[config.mk]
export PLATFORM = sky130hd
export DESIGN_NAME = psv_front
export DESIGN_NICKNAME = d
export VERILOG_FILES = /design/src/rtl/per_source_volume_top_k_unit_defines.svh /design/src/rtl/psv_pkg.sv /design/src/rtl/psv_front.sv
export SDC_FILE = /design/constraint.sdc
export NUM_CORES = 1
export LEC_CHECK = 0
export ABC_AREA = 1
export BUFFER_PORTS_ARGS = -buffer_cell sky130_fd_sc_hd__buf_2
export CAP_MARGIN = 20
export CORE_ASPECT_RATIO = 0.9
export CORE_MARGIN = 2
export CORE_UTILIZATION = 51
export CTS_CLUSTER_DIAMETER = 40
export DETAILED_ROUTE_END_ITERATION = 6
export GPL_ROUTABILITY_DRIVEN = 0
export PLACE_DENSITY = 0.78
export SYNTH_ARGS = -nofsm -noshare
export SYNTH_HDL_FRONTEND = slang
export SYNTH_SLANG_ARGS = --single-unit
[constraint.sdc]
create_clock -name clk -period 6.5 [get_ports clk]
set_input_delay 0.65 -clock clk [delete_from_list [all_inputs] [get_ports clk]]
set_output_delay 0.65 -clock clk [all_outputs]
set_load 0.005 [all_outputs]
[src/rtl/per_source_volume_top_k_unit_defines.svh]
// assertion macros for the per-source volume top-k unit
`ifndef PER_SOURCE_VOLUME_TOP_K_UNIT_DEFINES_SVH
`define PER_SOURCE_VOLUME_TOP_K_UNIT_DEFINES_SVH

// clocked check, held off during reset
`define PSV_CHECK(lbl, prop, msg) \
  lbl: assert property (@(posedge clk) disable iff (rst) (prop)) else $error(msg);

// implication checked over the same clock edge
`define PSV_IMPLIES(lbl, ante, cons, msg) \
  `PSV_CHECK(lbl, (ante) |-> (cons), msg)

`endif

[src/rtl/psv_pkg.sv]
// shared constants and types for the per-source volume top-k unit
`default_nettype none
package psv_pkg;
  localparam int TableDepth = 256;
  localparam int IdxW       = $clog2(TableDepth);
  localparam int CntW       = $clog2(TableDepth + 1);
  localparam int TopCount   = 10;
  localparam int RankW      = 4;
  localparam int AddrW      = 32;
  localparam int LenW       = 16;
  localparam int PktW       = 32;
  localparam int ByteW      = 48;
  localparam int QueueDepth = 2;
  localparam int QPtrW      = $clog2(QueueDepth);
  localparam int QCntW      = $clog2(QueueDepth + 1);

  localparam logic OP_COUNT  = 1'b0;
  localparam logic OP_REPORT = 1'b1;

  typedef struct packed {
    logic             is_report;
    logic [AddrW-1:0] addr;
    logic [LenW-1:0]  len;
  } item_t;

  typedef struct packed {
    logic [AddrW-1:0] key;
    logic [PktW-1:0]  pkts;
    logic [ByteW-1:0] bytes;
  } entry_t;

  typedef struct packed {
    logic            busy;
    logic [CntW-1:0] used;
  } status_t;
endpackage
`default_nettype wire

[src/rtl/psv_front.sv]
// input side: accepts items, classifies them and queues them for the table engine
`default_nettype none
module psv_front (
  input  wire logic                     clk,
  input  wire logic                     rst,
  input  wire logic                     in_valid,
  output logic                          in_ready,
  input  wire logic                     operation,
  input  wire logic [psv_pkg::AddrW-1:0] src_addr,
  input  wire logic [psv_pkg::LenW-1:0]  ip_length,
  output logic                          q_valid,
  output psv_pkg::item_t                q_item,
  input  wire logic                     q_pop
);
  psv_pkg::item_t                slot [psv_pkg::QueueDepth];
  logic [psv_pkg::QPtrW-1:0]     wr_ptr;
  logic [psv_pkg::QPtrW-1:0]     rd_ptr;
  logic [psv_pkg::QCntW-1:0]     count;
  logic                          push;
  logic                          pop;

  assign in_ready = (count != psv_pkg::QCntW'(psv_pkg::QueueDepth));
  assign q_valid  = (count != '0);
  assign q_item   = slot[rd_ptr];
  assign push     = in_valid && in_ready;
  assign pop      = q_pop && q_valid;

  always_ff @(posedge clk) begin
    if (rst) begin
      wr_ptr <= '0;
      rd_ptr <= '0;
      count  <= '0;
    end else begin
      if (push) wr_ptr <= wr_ptr + 1'b1;
      if (pop)  rd_ptr <= rd_ptr + 1'b1;
      if (push && !pop)      count <= count + 1'b1;
      else if (pop && !push) count <= count - 1'b1;
    end
  end

  always_ff @(posedge clk) begin
    if (push) begin
      slot[wr_ptr].is_report <= (operation == psv_pkg::OP_REPORT);
      slot[wr_ptr].addr      <= src_addr;
      slot[wr_ptr].len       <= ip_length;
    end
  end
endmodule
`default_nettype wire

==> impl_metrics.csv <==
group,metric,value,unit
status,status,"complete, no violations",
clock_network,cts_setup_buffers,0,
die,die-height,86.1,µm
timing,finalHoldViolations,0,
logic_synthesis,synth_top_area_frac,0.770,
drt,antenna_left,0,
final_layout,finalNetCount,355,
clock_network,cts_hold_buffers,0,
timing,fin_crit_sh,0.374,
global_routing,grt_pass1_wl,8.99,mm
logic_synthesis,syn_inst,189,
timing,finalSetupTns,0,ps
logic_synthesis,syn_area,3820,µm²
drt,drt_iter0_drc,66,
clock_network,cts.sinks,103,
die,initial_core_util,0.534,
setup_path,worst_setup_path_end_kind,"output pin",
clock_network,worst_skew_pair.late_latency,350,ps
global_routing,gr-total-overflow,0,
final_layout,synthToLayoutAreaGrowth,20.6,%
run,cap_viol_max_count,0,
final_layout,num_antenna_cells,0,
logic_synthesis,syn-num-nets,243,
timing,fin_worst_skew,7.10,ps
power,p_leak,1.76,nW
timing,slew_violations,0,
placed_design,hpwl,3.91,mm
setup_path,worstPathMaxFanout,49,
drt,dr.pass1.iters,5,
global_routing,grt_use_total,0.149,
global_routing,antenna_found_initial,0,
power,peakVddDrop,178,µV
timing,fmax,412,MHz
logic_synthesis,ys_types,15,
power,p_per_area,344,nW/µm²
timing,worst_slew_pin_slew,902,ps
drt,wl_per_cell,15.0,µm
setup_path,path_class,"flip-flop to output pin",
timing,grt_setup_unrepaired,"no",
min_path,hp-class,"input pin to flip-flop",
drt,vias,1980,
global_routing,grt_max_degree,50,
final_layout,layout-drive-gt1-share,0.559,
drt,viasPerCell,4.96,
logic_synthesis,syn_area_per_cell,20.2,µm²
timing,setup_viol,0,
die,row_count,29,
final_layout,postLayoutCoreUtil,0.644,
drt,post-route-drc-count,0,
setup_path,cp.arrival,1780,ps
global_routing,grt_pass1_vias,1981,
logic_synthesis,seq_area_frac_synth,0.797,
logic_synthesis,netlist.top_cell.by_area,"edfxtp_1",
clock_network,cts_resized,0,
clock_network,clockBufferDepth,2,
timing,maxSlewHeadroom,0.397,
logic_synthesis,ys_warn_count,0,
placed_design,io_buffers,103,
timing,min_period,2430,ps
die,core_area,7150,µm²
drt,wirelength,5.99,mm
logic_synthesis,synth_seq_cells,103,
clock_network,cts_tree,"done",
setup_path,cp.required,5850,ps
setup_path,start_kind,"flip-flop",
clock_network,cts_max_level,3,
die,die_w,95.2,µm
clock_network,root_buffer,"clkbuf_8",
die,pin_count,104,
clock_network,clk_pin_slew,90,ps
clock_network,cts_made_buffers,9,
die,dieArea,8200,µm²
logic_synthesis,synthTopCellsByArea,"edfxtp_1 77%, mux2_2 11%, mux2_4 3.9%",
-- cell families after synthesis --
group,share of synthesized area
muxes,0.154
DFF,0.797
and+or+nand+nor,0.0200
adders and majority gates,0.00327
buffers and inverters,0.0206
AOI/OAI and AO/OA,0.00524
-- metrics by stage --
step | cell area [µm²] | hold slack, ps | power [mW] | std cells | worst slack, ps
2_1_floorplan | 3820 | 465 | 1.12 | 189 | 3250
3_3_place_gp | 4440 | 484 | 1.26 | 383 | 4130
3_5_place_dp | 4440 | 493 | 1.27 | 383 | 4120
4_1_cts | 4610 | 464 | 1.60 | 399 | 4040
5_1_grt | 4610 | 466 | 1.67 | 399 | 3980
6_report | 4610 | 480 | 1.58 | 399 | 4070
-- metal layers --
metal | global-route usage | part of all wire | vias up
li1 | - | - | 947
met1 | 0.188 | 0.44 | 940
met2 | 0.242 | 0.48 | 82
met3 | 0.0351 | 0.065 | 11
met4 | 0.0725 | 0.017 | 0
met5 | 0 | 0 | -
-- synth_stat cells --
| cell type | number |
|---|---|
| edfxtp_1 | 98 |
| mux2_2 | 39 |
| mux2_4 | 10 |
| nand2_1 | 9 |
| inv_1 | 8 |
| nor2_1 | 7 |
| dfxtp_1 | 5 |
| buf_4 | 3 |
| a21oi_1 | 2 |
| nand3_1 | 2 |
| o21ai_0 | 2 |
| buf_6 | 1 |
| buf_8 | 1 |
| ha_1 | 1 |
| nand4_1 | 1 |
-- worst max-delay path, cell delays in order, from the launching register on --
cell     delay, ps
dfxtp_2        320
buf_4          550
mux2_2         420
buf_2          130
-- layout make-up --
type | instances | area, µm²
clock buffer | 9 | 124
clock inverter | 7 | 40.0
fill | 529 | 2540
inverter | 8 | 30.0
multi-input combinational | 73 | 713
sequential | 103 | 3040
tap | 93 | 116
timing repair buffer | 106 | 538
-- state kept, by name, indices dropped and copies added (netlist names), named ones only --
name	flops
slot	98
count	2
rd_ptr	1
wr_ptr	1
-- path summary, 6_finish.rpt --
kind,start,endpoint,slack (ps),cells after the start
hold / removal,ip_length[9],slot[0][9]$_DFFE_PP_,480,1
setup / recovery,flip-flop,q_item[15],4070,3
setup reg to reg,count[0]$_SDFFE_PP0P_,slot[0][23]$_DFFE_PP_,4350,5
hold reg to reg,rd_ptr$_SDFFE_PP0P_,rd_ptr$_SDFFE_PP0P_,530,2
-- placed cells by master (no fill, tap or decap) --
cell type,count
edfxtp_1,98
buf_4,3
mux2_2,39
clkinvlp_4,2
nand2_1,9
buf_2,103
ha_1,1
dfxtp_2,1
clkinv_1,3
nand3_1,2
nand4_1,1
o21ai_0,2
mux2_4,10
a21oi_1,2
clkinv_2,1
nor2_1,5
clkinv_4,1
dfxtp_1,4
inv_1,8
clkbuf_8,9
nor2_4,2
-- report_power, final --
group / total, mW / switching (mW) / internal [mW]
clock: 0.335 / 0.199 / 0.135
combinational: 0.387 / 0.196 / 0.190
sequential: 0.861 / 0.0227 / 0.838
No activity file was read; power rests on OpenSTA's default activity.
